<file path="src/sv/srbc_pkg.sv">
package srbc_pkg;

    localparam int DATA_W     = 8;
    localparam int PROD_W     = 2 * DATA_W;
    localparam int EXP_BITS   = 16;
    localparam int RED_BITS   = 4;
    localparam int RED_STEPS  = DATA_W / RED_BITS;
    localparam int RED_CNT_W  = (RED_STEPS > 1) ? $clog2(RED_STEPS) : 1;
    localparam int STEP_W     = 3;
    localparam int ADDR_W     = 3;
    localparam int APB_DATA_W = 32;

    localparam logic REG_EXPONENT = 1'b0;
    localparam logic REG_MODULUS  = 1'b1;

    typedef enum logic [2:0] {
        OP_LOAD = 3'd0,
        OP_RED  = 3'd1,
        OP_BASE = 3'd2,
        OP_MUL  = 3'd3,
        OP_UPD  = 3'd4,
        OP_FIN  = 3'd5
    } dp_op_t;

    typedef enum logic [2:0] {
        C_NEVER    = 3'd0,
        C_ALWAYS   = 3'd1,
        C_NO_ITEM  = 3'd2,
        C_RED_MORE = 3'd3,
        C_EXP_MORE = 3'd4,
        C_OUT_BUSY = 3'd5
    } cond_t;

    typedef logic [STEP_W-1:0] step_t;

    typedef struct packed {
        dp_op_t op;
        cond_t  hold;
        cond_t  jmp;
        step_t  target;
    } uword_t;

    typedef struct packed {
        dp_op_t op;
        logic   exec;
    } seq_ctrl_t;

    typedef struct packed {
        logic red_more;
        logic exp_more;
        logic out_busy;
    } dp_status_t;

endpackage

</file>
<file path="src/sv/small_modulus_rsa_byte_cipher_core.sv">
// Byte cipher with a small RSA key. An item with tuser = 0 encrypts the plaintext
// byte in tdata[15:8] and returns the quotient m / n in tdata[7:0] and the cipher
// residue (m mod n)^e mod n in tdata[15:8]. An item with tuser = 1 decrypts the
// pair (q in tdata[7:0], c in tdata[15:8]) and returns c^e mod n + q*n in
// tdata[15:8], saturated to 255 with m_axis_tuser raised when it exceeds a byte.
// Items are worked one at a time by a seven-step microprogram around two
// modular reducers (4 quotient bits a cycle); the first reduces the input
// byte and each acc * base product, the second each base * base square. The
// result is presented in the same cycle in which the next item can be accepted,
// and each exponent bit passes through the multiply, reduce and update steps.
// The next item is accepted while a result still waits in the output
// register; the last step of that item then holds until the waiting result
// is taken. Key registers:
// exponent at address 0, modulus at address 4; write them only while the
// block is idle.
module small_modulus_rsa_byte_cipher_core import srbc_pkg::*; (
    input  logic                  clk,
    input  logic                  rst_n,

    input  logic                  s_axis_tvalid,
    output logic                  s_axis_tready,
    input  logic [15:0]           s_axis_tdata,   // high_in[7:0], low_in[15:8]
    input  logic                  s_axis_tuser,   // func

    output logic                  m_axis_tvalid,
    input  logic                  m_axis_tready,
    output logic [15:0]           m_axis_tdata,   // high_out[7:0], low_out[15:8]
    output logic                  m_axis_tuser,   // overflow

    input  logic                  psel,
    input  logic                  penable,
    input  logic                  pwrite,
    input  logic [ADDR_W-1:0]     paddr,
    input  logic [APB_DATA_W-1:0] pwdata,
    output logic [APB_DATA_W-1:0] prdata,
    output logic                  pready
);

    logic [EXP_BITS-1:0] key_exponent_reg;
    logic [DATA_W-1:0]   key_modulus_reg;

    seq_ctrl_t   ctrl;
    dp_status_t  status;
    logic        in_ready;
    logic        wr_en;
    logic        reg_sel;
    logic [DATA_W-1:0] high_out;
    logic [DATA_W-1:0] low_out;

    assign pready  = 1'b1;
    assign wr_en   = psel && penable && pwrite && pready;
    assign reg_sel = paddr[2];

    always_ff @(posedge clk or negedge rst_n)
    begin
        if (!rst_n)
        begin
            key_exponent_reg <= EXP_BITS'(1);
            key_modulus_reg  <= DATA_W'(255);
        end
        else if (wr_en)
        begin
            unique case (reg_sel)
                REG_EXPONENT: key_exponent_reg <= pwdata[EXP_BITS-1:0];
                REG_MODULUS:  key_modulus_reg  <= pwdata[DATA_W-1:0];
                default:      ;
            endcase
        end
    end

    always_comb
    begin
        unique case (reg_sel)
            REG_EXPONENT: prdata = APB_DATA_W'(key_exponent_reg);
            REG_MODULUS:  prdata = APB_DATA_W'(key_modulus_reg);
            default:      prdata = '0;
        endcase
    end

    srbc_sequencer u_seq (
        .clk      (clk),
        .rst_n    (rst_n),
        .in_valid (s_axis_tvalid),
        .status   (status),
        .ctrl     (ctrl),
        .in_ready (in_ready)
    );

    srbc_datapath u_dp (
        .clk          (clk),
        .rst_n        (rst_n),
        .ctrl         (ctrl),
        .func         (s_axis_tuser),
        .high_in      (s_axis_tdata[7:0]),
        .low_in       (s_axis_tdata[15:8]),
        .key_exponent (key_exponent_reg),
        .key_modulus  (key_modulus_reg),
        .out_ready    (m_axis_tready),
        .out_valid    (m_axis_tvalid),
        .high_out     (high_out),
        .low_out      (low_out),
        .overflow     (m_axis_tuser),
        .status       (status)
    );

    assign s_axis_tready = in_ready;
    assign m_axis_tdata  = {low_out, high_out};

endmodule

</file>
<file path="src/sv/srbc_modred.sv">
module srbc_modred import srbc_pkg::*; (
    input  logic              clk,
    input  logic              load,
    input  logic              step,
    input  logic [PROD_W-1:0] dividend,
    input  logic [DATA_W-1:0] modulus,
    output logic [DATA_W-1:0] rem,
    output logic [DATA_W-1:0] quot
);

    logic [DATA_W-1:0] rem_reg, rem_next;
    logic [DATA_W-1:0] low_reg, low_next;

    // Restoring division: the upper byte is already below the modulus,
    // so only the low byte is shifted through, RED_BITS bits per step.
    always_comb
    begin
        logic [DATA_W:0]   t;
        logic [DATA_W-1:0] r;
        logic [DATA_W-1:0] l;
        r = rem_reg;
        l = low_reg;
        for (int i = 0; i < RED_BITS; i++)
        begin
            t = {r, l[DATA_W-1]};
            l = {l[DATA_W-2:0], 1'b0};
            if (t >= {1'b0, modulus})
            begin
                t    = t - {1'b0, modulus};
                l[0] = 1'b1;
            end
            r = t[DATA_W-1:0];
        end
        rem_next = r;
        low_next = l;
    end

    always_ff @(posedge clk)
    begin
        if (load)
        begin
            rem_reg <= dividend[PROD_W-1:DATA_W];
            low_reg <= dividend[DATA_W-1:0];
        end
        else if (step)
        begin
            rem_reg <= rem_next;
            low_reg <= low_next;
        end
    end

    assign rem  = rem_reg;
    assign quot = low_reg;

endmodule

</file>
<file path="src/sv/srbc_sequencer.sv">
module srbc_sequencer import srbc_pkg::*; (
    input  logic       clk,
    input  logic       rst_n,
    input  logic       in_valid,
    input  dp_status_t status,
    output seq_ctrl_t  ctrl,
    output logic       in_ready
);

    localparam step_t ST_IDLE = step_t'(0);
    localparam step_t ST_RED0 = step_t'(1);
    localparam step_t ST_BASE = step_t'(2);
    localparam step_t ST_MUL  = step_t'(3);
    localparam step_t ST_RED1 = step_t'(4);
    localparam step_t ST_UPD  = step_t'(5);
    localparam step_t ST_FIN  = step_t'(6);

    step_t  pc_reg, pc_next;
    uword_t uw;
    logic   hold_now;
    logic   jmp_now;

    function automatic uword_t rom(input step_t pc);
        uword_t w;
        unique case (pc)
            ST_IDLE: w = '{op: OP_LOAD, hold: C_NO_ITEM,  jmp: C_NEVER,    target: ST_IDLE};
            ST_RED0: w = '{op: OP_RED,  hold: C_RED_MORE, jmp: C_NEVER,    target: ST_IDLE};
            ST_BASE: w = '{op: OP_BASE, hold: C_NEVER,    jmp: C_NEVER,    target: ST_IDLE};
            ST_MUL:  w = '{op: OP_MUL,  hold: C_NEVER,    jmp: C_NEVER,    target: ST_IDLE};
            ST_RED1: w = '{op: OP_RED,  hold: C_RED_MORE, jmp: C_NEVER,    target: ST_IDLE};
            ST_UPD:  w = '{op: OP_UPD,  hold: C_NEVER,    jmp: C_EXP_MORE, target: ST_MUL};
            ST_FIN:  w = '{op: OP_FIN,  hold: C_OUT_BUSY, jmp: C_ALWAYS,   target: ST_IDLE};
            default: w = '{op: OP_BASE, hold: C_NEVER,    jmp: C_ALWAYS,   target: ST_IDLE};
        endcase
        return w;
    endfunction

    function automatic logic test(input cond_t c, input logic in_valid_i,
                                  input dp_status_t st);
        logic v;
        unique case (c)
            C_NEVER:    v = 1'b0;
            C_ALWAYS:   v = 1'b1;
            C_NO_ITEM:  v = !in_valid_i;
            C_RED_MORE: v = st.red_more;
            C_EXP_MORE: v = st.exp_more;
            C_OUT_BUSY: v = st.out_busy;
            default:    v = 1'b0;
        endcase
        return v;
    endfunction

    always_comb
    begin
        uw       = rom(pc_reg);
        hold_now = test(uw.hold, in_valid, status);
        jmp_now  = test(uw.jmp, in_valid, status);
        if (hold_now)
            pc_next = pc_reg;
        else if (jmp_now)
            pc_next = uw.target;
        else
            pc_next = pc_reg + step_t'(1);
    end

    always_comb
    begin
        ctrl.op = uw.op;
        unique case (uw.op)
            OP_LOAD: ctrl.exec = in_valid;
            OP_FIN:  ctrl.exec = !status.out_busy;
            default: ctrl.exec = 1'b1;
        endcase
    end

    assign in_ready = (uw.op == OP_LOAD);

    always_ff @(posedge clk or negedge rst_n)
    begin
        if (!rst_n)
            pc_reg <= ST_IDLE;
        else
            pc_reg <= pc_next;
    end

endmodule

</file>
<file path="src/sv/srbc_datapath.sv">
module srbc_datapath import srbc_pkg::*; (
    input  logic                 clk,
    input  logic                 rst_n,
    input  seq_ctrl_t            ctrl,
    input  logic                 func,
    input  logic [DATA_W-1:0]    high_in,
    input  logic [DATA_W-1:0]    low_in,
    input  logic [EXP_BITS-1:0]  key_exponent,
    input  logic [DATA_W-1:0]    key_modulus,
    input  logic                 out_ready,
    output logic                 out_valid,
    output logic [DATA_W-1:0]    high_out,
    output logic [DATA_W-1:0]    low_out,
    output logic                 overflow,
    output dp_status_t           status
);

    logic [DATA_W-1:0]    n_reg;
    logic [EXP_BITS-1:0]  exp_reg;
    logic [DATA_W-1:0]    acc_reg;
    logic [DATA_W-1:0]    base_reg;
    logic [DATA_W-1:0]    q_reg;
    logic [DATA_W-1:0]    hi_reg;
    logic                 func_reg;
    logic [RED_CNT_W-1:0] red_cnt_reg;

    logic                 out_valid_reg;
    logic [DATA_W-1:0]    high_out_reg;
    logic [DATA_W-1:0]    low_out_reg;
    logic                 overflow_reg;

    logic                 do_load, do_red, do_base, do_mul, do_upd, do_fin;
    logic [DATA_W-1:0]    n_eff;
    logic [EXP_BITS-1:0]  e_eff;
    logic [PROD_W-1:0]    prod_acc;
    logic [PROD_W-1:0]    prod_base;
    logic [PROD_W-1:0]    div_a;
    logic [PROD_W-1:0]    sum;
    logic [DATA_W-1:0]    rem_a, quot_a, rem_b, quot_b;
    logic                 sum_ovf;

    assign do_load = ctrl.exec && (ctrl.op == OP_LOAD);
    assign do_red  = ctrl.exec && (ctrl.op == OP_RED);
    assign do_base = ctrl.exec && (ctrl.op == OP_BASE);
    assign do_mul  = ctrl.exec && (ctrl.op == OP_MUL);
    assign do_upd  = ctrl.exec && (ctrl.op == OP_UPD);
    assign do_fin  = ctrl.exec && (ctrl.op == OP_FIN);

    // Zero modulus acts as one, zero exponent as one.
    assign n_eff = (key_modulus == '0) ? DATA_W'(1) : key_modulus;
    assign e_eff = (key_exponent == '0) ? EXP_BITS'(1) : key_exponent;

    assign prod_acc  = PROD_W'(acc_reg) * PROD_W'(base_reg);
    assign prod_base = PROD_W'(base_reg) * PROD_W'(base_reg);
    assign div_a     = do_mul ? prod_acc : {{(PROD_W-DATA_W){1'b0}}, low_in};

    srbc_modred u_lane_a (
        .clk      (clk),
        .load     (do_load || do_mul),
        .step     (do_red),
        .dividend (div_a),
        .modulus  (do_load ? n_eff : n_reg),
        .rem      (rem_a),
        .quot     (quot_a)
    );

    srbc_modred u_lane_b (
        .clk      (clk),
        .load     (do_mul),
        .step     (do_red),
        .dividend (prod_base),
        .modulus  (n_reg),
        .rem      (rem_b),
        .quot     (quot_b)
    );

    // Decrypt result: residue plus q * n, saturated to a byte.
    assign sum     = PROD_W'(acc_reg) + PROD_W'(hi_reg) * PROD_W'(n_reg);
    assign sum_ovf = (sum[PROD_W-1:DATA_W] != '0);

    always_ff @(posedge clk)
    begin
        if (do_load)
        begin
            n_reg    <= n_eff;
            exp_reg  <= e_eff;
            acc_reg  <= (n_eff == DATA_W'(1)) ? '0 : DATA_W'(1);
            hi_reg   <= high_in;
            func_reg <= func;
        end
        if (do_base)
        begin
            base_reg <= rem_a;
            q_reg    <= quot_a;
        end
        if (do_upd)
        begin
            if (exp_reg[0])
                acc_reg <= rem_a;
            base_reg <= rem_b;
            exp_reg  <= exp_reg >> 1;
        end
        if (do_fin)
        begin
            if (!func_reg)
            begin
                high_out_reg <= q_reg;
                low_out_reg  <= acc_reg;
                overflow_reg <= 1'b0;
            end
            else
            begin
                high_out_reg <= '0;
                low_out_reg  <= sum_ovf ? {DATA_W{1'b1}} : sum[DATA_W-1:0];
                overflow_reg <= sum_ovf;
            end
        end
    end

    always_ff @(posedge clk or negedge rst_n)
    begin
        if (!rst_n)
        begin
            red_cnt_reg   <= '0;
            out_valid_reg <= 1'b0;
        end
        else
        begin
            if (do_load || do_mul)
                red_cnt_reg <= '0;
            else if (do_red)
                red_cnt_reg <= red_cnt_reg + RED_CNT_W'(1);

            if (do_fin)
                out_valid_reg <= 1'b1;
            else if (out_ready)
                out_valid_reg <= 1'b0;
        end
    end

    assign status.red_more = (red_cnt_reg != RED_CNT_W'(RED_STEPS - 1));
    assign status.exp_more = (exp_reg[EXP_BITS-1:1] != '0);
    assign status.out_busy = out_valid_reg && !out_ready;

    assign out_valid = out_valid_reg;
    assign high_out  = high_out_reg;
    assign low_out   = low_out_reg;
    assign overflow  = overflow_reg;

endmodule
</file>
<file path="config.mk">
export PLATFORM = sky130hd
export DESIGN_NAME = small_modulus_rsa_byte_cipher_core
export DESIGN_NICKNAME = d
export VERILOG_FILES = /design/src/sv/srbc_pkg.sv /design/src/sv/small_modulus_rsa_byte_cipher_core.sv /design/src/sv/srbc_modred.sv /design/src/sv/srbc_sequencer.sv /design/src/sv/srbc_datapath.sv
export SDC_FILE = /design/constraint.sdc
export NUM_CORES = 1
export LEC_CHECK = 0
export BUFFER_PORTS_ARGS = -buffer_cell sky130_fd_sc_hd__buf_2
export CAP_MARGIN = 30
export CORE_MARGIN = 3
export CORE_UTILIZATION = 57
export DETAILED_ROUTE_END_ITERATION = 12
export PLACE_DENSITY = 0.88
export SETUP_SLACK_MARGIN = 0.3
export SLEW_MARGIN = 20
export SYNTH_ARGS = -nofsm -noshare
export SYNTH_HDL_FRONTEND = slang
export SYNTH_HIERARCHICAL = 1
export SYNTH_SLANG_ARGS = --single-unit
</file>
<file path="constraint.sdc">
create_clock -name clk -period 9.6 [get_ports clk]
set_clock_uncertainty 0.05 [all_clocks]
set_input_delay 0.96 -clock clk [delete_from_list [all_inputs] [get_ports clk]]
set_output_delay 0.96 -clock clk [all_outputs]
set_load 0.005 [all_outputs]
</file>
# [After elaboration in Yosys (flattened, before gate mapping)]
# Cells that the tools add are included.
[totals] in_bits=59 reg_bits=135 out_inout_bits=52 word_cells=141
[op_classes] n_eq_ne=22 n_reduce_logical=27 bitwise=2 n_lt_le_gt_ge=8 add_sub_neg=11 muxes=48 n_mul=3
[ops] op="8-bit 2-to-1 mux" count=25
[ops] op="9-bit by 8-bit greater-or-equal comparator with 1-bit output" count=8
[ops] op="12-bit one-hot mux with 6 select lines" count=1
[ops] op="32-bit one-hot mux with 2 select lines" count=1
[ops] op="8-bit subtractor" count=8
[ops] op="8-bit by 8-bit multiplier with 16-bit output" count=3
[ops] op="16-bit 2-to-1 mux" count=2
[ops] op="15-bit 2-to-1 mux" count=2
[ops] op="3-bit equality test (second input constant)" count=9
[ops] op="3-bit by 2-bit equality test with 1-bit output (second input constant)" count=8
[ops] op="8-bit by 16-bit adder with 16-bit output" count=1
[ops] op="16-bit zero test" count=1
[ops] op="15-bit nonzero test" count=1
[ops] op="1-bit 2-to-1 mux" count=13
[ops] op="3-bit by 1-bit equality test with 1-bit output (second input constant)" count=4
[ops] op="1-bit one-hot mux with 5 select lines" count=2
[ops] op="2-bit nonzero test" count=5
[ops] op="1-bit logical AND" count=9
[ops] op="8-bit by 1-bit equality test with 1-bit output (second input constant)" count=1
[ops] op="8-bit zero test" count=1
[ops] op="8-bit nonzero test" count=1
[ops] op="3-bit zero test" count=2
[ops] op="2-bit AND reduction" count=2
[ops] op="3-bit by 1-bit adder with 3-bit output (second input constant)" count=1
[ops] op="7 further kinds" count=10

# [Logic depth before layout (Yosys ltp)]
# Gate-level depths: netlist of the first run.
[depth] depth_word=17 mapped_depth=48

# [Hierarchy]
# The synthesis of the first run kept the hierarchy.
[modules_own_cells] mod="srbc_datapath" n_inst=1 cells_per_inst=992 area_each_um2=8949.8
[modules_own_cells] mod="srbc_modred (u_dp.u_lane_b)" n_inst=1 cells_per_inst=290 area_each_um2=2499.9
[modules_own_cells] mod="srbc_modred (u_dp.u_lane_a)" n_inst=1 cells_per_inst=287 area_each_um2=2459.9
[modules_own_cells] mod="small_modulus_rsa_byte_cipher_core" n_inst=1 cells_per_inst=88 area_each_um2=1258.7
[modules_own_cells] mod="srbc_sequencer" n_inst=1 cells_per_inst=55 area_each_um2=440.4

# [Worst setup path before layout of the first run]
# No wires, ideal clock.
[synth_path] path_kind="register to register" from="register u_seq.pc_reg[0]" to="register u_dp.u_lane_a.rem_reg[0], in the netlist u_dp/u_lane_a/rem[0], data pin" setup_ps=261 path_stages_with_launch=45 arrival_time_ps=10022 period_less_slack_ps=10333 setup_slack_ps=-733 t_required_ps=9289 n_path_buf=5 cell_sequence="dfrtp_1 inv_1 ha_1 buf_6 nor2_1 a21oi_1 or2_2 nand2b_1 or3_1 inv_1 buf_1 nand2_1 nand2_1 inv_1 ha_1 nand2b_1 a21oi_1 o221ai_1 [9 not listed] inv_1 ha_1 o21a_1 o31a_1 o31ai_1 a21boi_0 o21a_1 a2111oi_2 buf_2 mux2_2 ha_1 and4_1 a211oi_1 a21oi_1 or3b_1 buf_2 a32oi_1 o21ai_1"
[synth_lines] item="start: declaration" line_no="srbc_sequencer.sv:18" text="step_t pc_reg, pc_next;"
[synth_lines] item="start signal: assignment" line_no="srbc_sequencer.sv:83" text="pc_reg <= pc_next;"
[synth_lines] item="end signal: assignment" line_no="srbc_modred.sv:42" text="rem_reg <= dividend[PROD_W-1:DATA_W];"
[synth_lines] item="end signal: assignment" line_no="srbc_modred.sv:47" text="rem_reg <= rem_next;"
[synth_lines] item="end: declaration" line_no="srbc_modred.sv:11" text="logic [DATA_W-1:0] rem_reg, rem_next;"

==> summary.md, run 1 <==
| Metric | Value |
|---|---|
| CTS tree | yes |
| Worst r2r dst | u_dp/u_lane_a/rem[5] |
| Critical Path Fanout Max | 8 |
| Root Driver | clkbuf_16 |
| Cell Area, Synth | 15600 um^2 |
| Grt total ovfl | 0 |
| Syn-to-layout area delta | 14.1% |
| Row count | between 50 and 60 |
| R2R Setup Slk | between 0.2 and 0.3 ns |
| Post-Route WL | ~43000 um |
| Distinct cell type count after synthesis | 90 |
| Tcrit/Tclk final | between 90% and 100% |
| # hold bufs at CTS | 0 |
| Nets@finish | roughly 2200 |
| Slew margin rel. | about two fifths |
| Hold EP | u_dp/q_reg[3] |
| GPL Wtd Cong | ~0.94 |
| Synth Area in Compound Gates | 12.9% |
| DRT Pass-1 Iters | 6 |
| Post-synth EDFFs | roughly 90 |
| Clock sinks | around 140 |
| Total GRT Usage | between 20% and 30% |
| CP startpoint kind | register |
| Antenna Cells | 0 |
| YS warnings | 6 |
| Crit end category | register |
| Worst slew pin tran | about 0.88 ns |
| Adder-cell share of the synthesized area | between 20% and 30% |
| Port Buf Inserts | between 70 and 80 |
| Yosys reg bits | roughly 140 |
| Initial drt markers | between 1500 and 2000 |
| Initial Util | 58.9% |
| Layout cell share with drive strength beyond 1 | 20.4% |
| Vias in the first global route | ~13000 |
| Max clock buf depth | 2 |
| I/O pin total | about 110 |
| CTS Buf Count | 17 |
| Vias | between 10000 and 15000 |
| First-pass GRT wire length | 64900 um |
| Reg clk slew, reported paths | approximately 0.080 ns |
| Critical Path AT | about 9.5 ns |
| Max-Cap Viols | 0 |
| F_max | roughly 110 MHz |
| Hold Startpoint | u_dp/u_lane_a/quot[3] |
| Xor and xnor area share after synthesis | roughly 4.2% |
| Setup CP Type | register to register |
| Post-route antenna net violation count | 0 |
| Top FF cell, synth | edfxtp_1 |
| Worst Hold Class | register to register |
| Final setup fails | 0 |
| Setup TNS | 0 ns |
| Minimum clock period | just over 9 ns |
| Worst path required time | a little under 10 ns |
| Worst path max stage delay | slightly above 0.5 ns |
| Die H | 171 um |
| Later-pin clock latency in the skew report | 0.44 ns |
| Mux cell area share after synthesis | 5.59% |
| HPWL after detailed placement | approximately 30000 um |
| Core ar. | about 27000 um^2 |
| Cell count after synthesis | about 1700 |
| Sequential area share after synthesis | 24.0% |
| Initial antenna violation count | 0 |
| Status | finished, final reports clean |
| Max-slew violations | 0 |
| Worst R2R Start | u_seq/pc_reg[0] |
| Vias/cell | between 6 and 7 |
| Hold Vio Cnt, Final | 0 |
| WL/cell | roughly 20 um |
| Synth Area in Simple Gates | 17.8% |
| H-tree level count | 4 |
| Asr flop ratio synth | a little over a fifth |
| Chip Width | 171 um |
| Mean Syn Cell Area | roughly 9.1 um^2 |
| Largest net degree at the start of global routing | 30 |
| Die area | between 20000 and 30000 um^2 |
| Hold-critical path depth | 0 |
| R2R depth | 43 |
| Post-route DRC | 0 |
| RSZ-0062 raised after global routing | no |
| Critical path's slowest cell | or3b_2 |
| Largest family of logic cells by synthesized area | adder cells |
| Crit-path most repeated cell | ha_4 |
## cells by family (layout without fill, tap and decap cells)
kind of cell             after synthesis  count (layout)
AO/OA/AOI/OAI                        292             292
XOR/XNOR                              74              74
adder cells (fa/ha/maj)              282             282
buffers and inverters                278             382
flip-flops                           135             135
multiplexers                          74              74
other                                  3              18
AND/OR/NAND/NOR                      574             575
## synthesized netlist by cell type (all sizes together), types with 4 or more instances
library cell,count,share of area [%]
a2111oi,4,0.42
dfstp,9,1.5
mux2i,11,0.71
nand2,251,6.0
mux2,63,4.9
o21bai,16,0.79
nor2,85,2.1
inv,201,4.8
dfrtp,20,3.2
and2,70,2.8
o21a,17,0.82
buf,29,1.5
xnor2,49,2.7
a211o,8,0.45
xor2,25,1.4
o22ai,6,0.24
or2,11,0.44
nand3b,5,0.24
nor3,25,0.80
clkbuf,48,1.2
nor2b,31,1.2
o41ai,4,0.22
fa,113,14
a21oi,73,2.4
a32oi,4,0.22
a21o,28,1.3
or4,4,0.22
a21boi,6,0.29
nand2b,14,0.56
a211oi,9,0.50
a31oi,19,0.76
edfxtp,89,17
nand3,21,0.67
o21ai,46,1.5
o31a,4,0.22
or3,10,0.43
dfxtp,17,2.2
ha,169,14
and3,17,0.68
nand4,11,0.48
nor4,11,0.54
o31ai,17,0.85
## per-layer routing
| metal | wire length [um] | global-route usage (%) | part of all wire (%) | vias to the layer above |
|---|---|---|---|---|
| met2 | 20900 | 46.5 | 48 | 837 |
| met4 | 2090 | 13.2 | 4.8 | 0 |
| met1 | 16400 | 34.8 | 38 | 6501 |
| met3 | 3880 | 4.57 | 9.0 | 190 |
| li1 | - | - | - | 6019 |
| met5 | 0 | 0 | 0 | - |
## critical path: cells and delay by family, from the launching register on
| kind | cells | cell delay (ns) |
|---|---|---|
| adder cells (fa/ha/maj) | 5 | 1.15 |
| AO/OA/AOI/OAI | 15 | 2.79 |
| AND/OR/NAND/NOR | 14 | 3.17 |
| flip-flops | 1 | 0.47 |
| multiplexers | 2 | 0.59 |
| buffers and inverters | 7 | 0.84 |
## per-stage QoR
step           cell area, um^2  cells  hold WS [ns]  utilization, %  setup slack [ns]
2_1_floorplan            15800   1727         0.372               -             0.330
3_3_place_gp             16500   2103         0.381            62.3             0.169
3_5_place_dp             16500   2105         0.389            62.3            0.0325
4_1_cts                  17200   2143         0.405            64.9             0.350
5_1_grt                  17800   2167         0.413            67.2            0.0198
6_report                 17800   2167         0.399            67.2             0.253
## repair_timing
item                                    in CTS  in global routing
gates resized for setup                     11                 85
pin swaps                                    6                 21
endpoints found under the setup margin       9                 18
setup buffers                                6                 20
gates cloned                                 0                  3
## cell type report
type	instances	area [um^2]
multi-input cells	1315	11300
fillers	1806	8690
flip-flops and latches	135	3760
repair buffers	148	972
inverters	201	762
clock buffers	17	425
well taps	335	419
clock inverters	15	174
repair inverters	1	5.00
## worst max path at each step
| stage | slack, ns | cells after the start | startpoint | end |
|---|---|---|---|---|
| 6_report | 0.25 | 43 | u_seq/pc_reg[0] | u_dp/u_lane_a/rem[5] |
| 5_1_grt | 0.02 | 44 | u_seq/pc_reg[0] | u_dp/u_lane_a/rem[5] |
| 4_1_cts | 0.35 | 41 | u_seq/pc_reg[0] | u_dp/u_lane_a/rem[7] |
| 3_5_place_dp | 0.03 | 41 | m_axis_tready | u_dp/u_lane_a/rem[5] |
| 3_3_place_gp | 0.17 | 41 | m_axis_tready | u_dp/u_lane_a/rem[5] |
| 2_1_floorplan | 0.33 | 44 | u_seq/pc_reg[0] | u_dp/u_lane_a/rem[0] |
## cells in the final DEF (no fill, tap or decap), types with 21 or more instances in the layout
cell,count
nand2_1,247
inv_1,195
ha_1,148
fa_1,112
edfxtp_1,89
buf_2,76
nor2_1,75
and2_1,66
buf_4,63
a21oi_1,57
xnor2_1,48
mux2_2,45
o21ai_0,40
nor2b_1,31
a21o_1,28
xor2_1,25
nor3_1,23
nand3_1,21
Power of run 1 is left out: the tool's default activity adds up to more than one toggle a clock period on the data nets, which glitch-free logic cannot reach.
==> run 2: changes to the inputs <==
--- a/config.mk
+++ b/config.mk
@@ -5,6 +5,7 @@
 export SDC_FILE = /design/constraint.sdc
 export NUM_CORES = 1
 export LEC_CHECK = 0
+export ABC_AREA = 1
 export BUFFER_PORTS_ARGS = -buffer_cell sky130_fd_sc_hd__buf_2
 export CAP_MARGIN = 30
 export CORE_MARGIN = 3
==> run 2 against run 1 <==
  * Setup slack gained 0.80 ns
  * Area after synthesis rose by 5.6%
  * Sequential share of layout area barely moved
  * Final area shrank 0.25%
  * First-iteration DRC count is 12% lower
==> summary.md, run 2 <==
| Metric | Value |
|---|---|
| Vias/cell | 5.47 |
| Vias | 14400 |
| Worst path max stage delay | between 0.4 and 0.5 ns |
| Most frequent cells in the layout | nand2_1 (697), inv_1 (391), ha_1 (166), fa_1 (113), nand3_1 (112) |
| Status | finished, final reports clean |
| Initial drt markers | roughly 1300 |
| WL/cell | between 15 and 20 um |
| Setup CP Type | register to register |
| Cell Area, Synth | 16500 um^2 |
| Minimum clock period | about 8.5 ns |
| Total GRT Usage | a little over a quarter |
| Distinct cell type count after synthesis | between 60 and 70 |
| F_max | approximately 120 MHz |
| Crit end category | register |
| Top cells by area, synth | edfxtp_1 (16%), nand2_1 (16%), fa_1 (14%), ha_1 (13%), inv_1 (9.0%) |
| Asr flop ratio synth | 21.5% |
| Reg clk slew, reported paths | 0.08 ns |
| Post-Route WL | 41400 um |
| Initial antenna violation count | 0 |
| Later-pin clock latency in the skew report | between 0.4 and 0.5 ns |
| Synth cell count leaders | nand2_1 (697), inv_1 (396), ha_1 (169) |
| Critical path's slowest cell | dfrtp_2 |
| Max-Cap Viols | 0 |
| Critical Path Fanout Max | 17 |
| Row count | between 60 and 70 |
| Die area | around 31000 um^2 |
| Multi-input gate area | 10800 um^2 |
| Max-slew violations | 0 |
| Antenna Cells | 0 |
| Synth area leader | edfxtp_1 |
| Synth Area in Compound Gates | approximately 6% |
| Sequential area share after synthesis | a little under a quarter |
| Post-route antenna net violation count | 0 |
| Worst path required time | approximately 9.7 ns |
| Worst R2R Start | u_seq/pc_reg[0] |
| Worst r2r dst | u_dp/u_lane_a/rem[2] |
| Post-synth EDFFs | 89 |
| Yosys reg bits | ~140 |
| Chip Width | 176 um |
| Hold EP | u_dp/q_reg[5] |
| Core ar. | about 28000 um^2 |
| Critical Path AT | around 8.7 ns |
| Largest net degree at the start of global routing | 33 |
| Hold Startpoint | u_dp/u_lane_a/quot[5] |
| Largest family of logic cells by synthesized area | simple AND/OR/NAND/NOR gates |
| RSZ-0062 raised after global routing | no |
| Mux cell area share after synthesis | less than 1% |
| Yosys top cell area share | 16.2% |
| Worst Hold Class | register to register |
| Max clock buf depth | 2 |
| CTS tree | yes |
| Mean Syn Cell Area | 7.46 um^2 |
| Grt total ovfl | 0 |
| YS warnings | 6 |
| DRT Pass-1 Iters | 7 |
| Port Buf Inserts | 75 |
| Layout cell share with drive strength beyond 1 | 11.9% |
| HPWL after detailed placement | around 31000 um |
| Slew margin rel. | between 40% and 50% |
| Crit-path most repeated cell | nand2_1 |
| R2R depth | 56 |
| Worst setup startpoint | u_seq/pc_reg[0] |
| Setup WS post-layout | around 1.1 ns |
| GPL Wtd Cong | about 0.91 |
| Tcrit/Tclk final | around 89% |
| Hold-critical path depth | 0 |
| H-tree level count | 4 |
| Hold Vio Cnt, Final | 0 |
| Root Driver | clkbuf_16 |
| CTS Buf Count | 17 |
| Fill cell total of the finished layout | between 2000 and 2500 |
| Xor and xnor area share after synthesis | under 10% |
| Die H | between 150 and 200 um |
| Setup WS pre-CTS | between 0.3 and 0.4 ns |
| Synth Area in Simple Gates | around 28% |
| Cell count after synthesis | around 2200 |
| Sequential Area | about 3800 um^2 |
| CP startpoint kind | register |
| Clock sinks | between 100 and 150 |
| Nets@finish | 2589 |
| Cell with the most instances after synthesis | nand2_1 |
| # hold bufs at CTS | 0 |
| Most common cell after layout, fill and taps aside | nand2_1 |
| First-pass GRT wire length | about 70000 um |
| Setup TNS | 0 ns |
| Top FF cell, synth | edfxtp_1 |
| Vias in the first global route | roughly 15000 |
| Adder-cell share of the synthesized area | around a quarter |
| Worst slew pin tran | 0.883 ns |
| Initial Util | between 50% and 60% |
| Post-route DRC | 0 |
| Syn-to-layout area delta | 7.75% |
| I/O pin total | around 110 |
| R2R Setup Slk | around 1.1 ns |
| Final setup fails | 0 |
[run 2: cell count changes in the layout (fill, tap and decap cells not counted), sizes merged, moves of 27 or more]
cell / previous run / this run
nand2: 251 / 737
inv: 212 / 423
nand3: 21 / 133
and2: 70 / 0
mux2: 63 / 1
buf: 147 / 92
nor2b: 31 / 0
nor2: 85 / 112
[run 2: logic make-up after synthesis]
logic type,Yosys count
xor gates and xnor gates,67
adders and majority gates,282
other,3
muxes,3
DFF,135
AOI/OAI and AO/OA,179
and+or+nand+nor,1036
buffers and inverters,504
[run 2: repair_timing]
action / CTS / global route
setup endpoints to repair: 4 / 9
cloned: 0 / 0
setup buffers: 0 / 9
pin swaps: 0 / 5
resized for setup: 1 / 26
[run 2: per-stage QoR]
step	instances	area (um^2)	utilization, %	hold WS [ns]
2_1_floorplan	2224	16500	-	0.376
3_3_place_gp	2596	17000	60.3	0.405
3_5_place_dp	2598	17000	60.3	0.400
4_1_cts	2630	17600	62.5	0.417
5_1_grt	2639	17800	63.1	0.435
6_report	2639	17800	63.1	0.414
[run 2: routing by layer]
metal,up-vias,wire length (um),GRT usage (%)
met3,127,3080,4.84
met4,0,1530,11.3
li1,6909,-,-
met5,-,0,0
met2,648,20300,47.2
met1,6749,16400,33.3
[run 2: worst max path at each step]
stage	endpoint	slack, ns
final	u_dp/u_lane_a/rem[2]	1.05
after global routing	u_dp/u_lane_a/rem[7]	0.28
after CTS	u_dp/u_lane_a/rem[2]	0.31
after detailed placement	u_dp/u_lane_a/rem[2]	0.35
after global placement	u_dp/u_lane_a/rem[2]	0.65
after floorplan	u_dp/u_lane_a/rem[2]	1.52
[run 2: final cells by class]
type,count,share of cell area [%]
Clock inverter,14,0.993
Sequential cell,135,21.1
Multi-Input combinational cell,1585,60.9
Timing Repair Buffer,92,2.93
Inverter,417,8.87
Tap cell,378,2.66
Clock buffer,18,2.54
[run 2: worst max-delay path: cells and delay by family, from the launching register on]
family	cells	cell delay, ns
simple gates	31	3.39
buf+inv	11	1.27
compound gates	8	1.47
flops	1	0.44
fa+ha+maj	6	1.64
Power of run 2 is left out for the same reason.
==> run 3: changes to the inputs <==
--- a/config.mk
+++ b/config.mk
@@ -8,6 +8,7 @@
 export ABC_AREA = 1
 export BUFFER_PORTS_ARGS = -buffer_cell sky130_fd_sc_hd__buf_2
 export CAP_MARGIN = 30
+export CORE_ASPECT_RATIO = 1.2
 export CORE_MARGIN = 3
 export CORE_UTILIZATION = 57
 export DETAILED_ROUTE_END_ITERATION = 12
==> run 3 against run 2 <==
  * Wire length down 4.3%
  * Non-clock buffer count is 4 lower
  * Cell count barely moved
  * Final area fell by 0.44%
  * Clock-buffer cell count unchanged
  * Fmax fell by 1.8%
  * Core utilization fell by 0.47 points
  * First-iteration DRC count fell by 3.2%
  * Critical path depth grew 1
  * Via count is 0.27% lower
  * Die area is essentially flat
  * Largest cell class unchanged
==> summary.md, run 3 (synthesis results as in run 2) <==
| Metric | Value |
|---|---|
| Hold Vio Cnt, Final | 0 |
| # hold bufs at CTS | 0 |
| I/O pin total | between 100 and 150 |
| Crit end category | register |
| Max-slew violations | 0 |
| Reg clk slew, reported paths | roughly 0.060 ns |
| Critical Path AT | approximately 8.9 ns |
| Tcrit/Tclk final | approximately 90% |
| DRT Pass-1 Iters | 8 |
| Nets@finish | around 2600 |
| Clock sinks | roughly 140 |
| Syn-to-layout area delta | 7.27% |
| HPWL after detailed placement | roughly 31000 um |
| Vias in the first global route | 14200 |
| Grt peak-use layer | met2 |
| Post-Route WL | ~40000 um |
| Slew margin rel. | ~41% |
| Grt total ovfl | 0 |
| Antenna Cells | 0 |
| R2R depth | 57 |
| Vias | ~14000 |
| Grt met3 use | a little under 3% |
| Most frequent cells in the layout | nand2_1 (696), inv_1 (394), ha_1 (165), fa_1 (113), nand3_1 (112) |
| Worst slew pin tran | between 0.8 and 0.9 ns |
| Die H | approximately 190 um |
| H-tree level count | 4 |
| Later-pin clock latency in the skew report | between 0.4 and 0.5 ns |
| Layout cell share with drive strength beyond 1 | between 10% and 20% |
| Met2 usage | around 47% |
| Final setup fails | 0 |
| Max-Cap Viols | 0 |
| R2R Setup Slk | approximately 0.90 ns |
| Worst r2r dst | u_dp/u_lane_a/rem[7] |
| Crit-path most repeated cell | nand2_1 |
| Worst Hold Class | register to register |
| First-pass GRT wire length | 64900 um |
| Row count | 67 |
| Initial Util | between 50 and 60% |
| Worst R2R Start | u_seq/pc_reg[0] |
| Critical Path Fanout Max | 16 |
| Critical path capture point | u_dp/u_lane_a/rem[7] |
| CTS Buf Count | 17 |
| Post-route antenna net violation count | 0 |
| Met1 usage | 29.6% |
| Initial antenna violation count | 0 |
| Minimum clock period | 8.70 ns |
| Placed cell areas | 17000 um^2 |
| F_max | between 100 and 150 MHz |
| Die area | 31000 um^2 |
| Core ar. | 28300 um^2 |
| CTS tree | yes |
| Setup CP Type | register to register |
| Worst path required time | 9.74 ns |
| Worst path max stage delay | about 0.43 ns |
| Total GRT Usage | between 20% and 30% |
| Chip Width | 161 um |
| Worst setup startpoint | u_seq/pc_reg[0] |
| GPL Wtd Cong | ~0.91 |
| Root Driver | clkbuf_16 |
| Status | finished, final reports clean |
| Initial drt markers | about 1300 |
| Max clock buf depth | 2 |
| Most common cell after layout, fill and taps aside | nand2_1 |
| Post-route DRC | 0 |
| Setup TNS | 0 ns |
| WL/cell | around 15 um |
| Vias/cell | about 5.5 |
| Finished Cell Area | about 18000 um^2 |
| Critical path's slowest cell | dfrtp_1 |
| RSZ-0062 raised after global routing | no |
| Largest net degree at the start of global routing | 33 |
| Port Buf Inserts | 75 |
| CP startpoint kind | register |
[run 3: worst min path at each step]
stage / depth (start not counted) / startpoint / slack, ns / to
finish: 0 / u_dp/u_lane_a/quot[1] / 0.42 / u_dp/q_reg[1]
global route: 0 / u_dp/u_lane_a/quot[1] / 0.43 / u_dp/q_reg[1]
CTS: 0 / u_dp/u_lane_a/quot[1] / 0.42 / u_dp/q_reg[1]
detailed placement: 0 / u_dp/u_lane_a/quot[1] / 0.40 / u_dp/q_reg[1]
global placement: 0 / u_dp/u_lane_a/quot[0] / 0.38 / u_dp/q_reg[0]
floorplan: 0 / u_dp/u_lane_a/quot[4] / 0.38 / u_dp/q_reg[4]
[run 3: timing repair]
item	4_1_cts	5_1_grt
buffers inserted	0	8
setup endpoints to repair	0	9
gates resized for setup	0	23
[run 3: area by class of cell]
class	count	area [um^2]
multi-input cells	1586	10800
fillers	2324	10600
flip-flops and latches	135	3750
inverters	417	1580
repair buffers	88	480
well taps	379	474
clock buffers	18	439
clock inverters	14	133
[run 3: worst max-delay path, delay by kind of cell, from the launching register on]
family,cells,cell delay (ns)
simple gates,30,3.28
buf+inv,12,1.32
fa+ha+maj,6,1.81
compound gates,9,1.57
flops,1,0.43
[run 3: metrics by stage]
stage,std cells,hold slack [ns],setup WS [ns],utilization [%]
after floorplan,2224,0.376,1.52,-
after global placement,2595,0.382,0.633,60.0
after detailed placement,2596,0.402,0.455,60.1
after CTS,2628,0.420,0.440,62.1
after global routing,2637,0.434,0.268,62.6
final,2637,0.418,0.895,62.6
[run 3: routing by layer]
layer	vias up	routed length (um)
li1	6917	-
met1	6783	15200
met2	561	20200
met3	133	2380
met4	0	1840
met5	-	0
Power of run 3 is left out for the same reason.
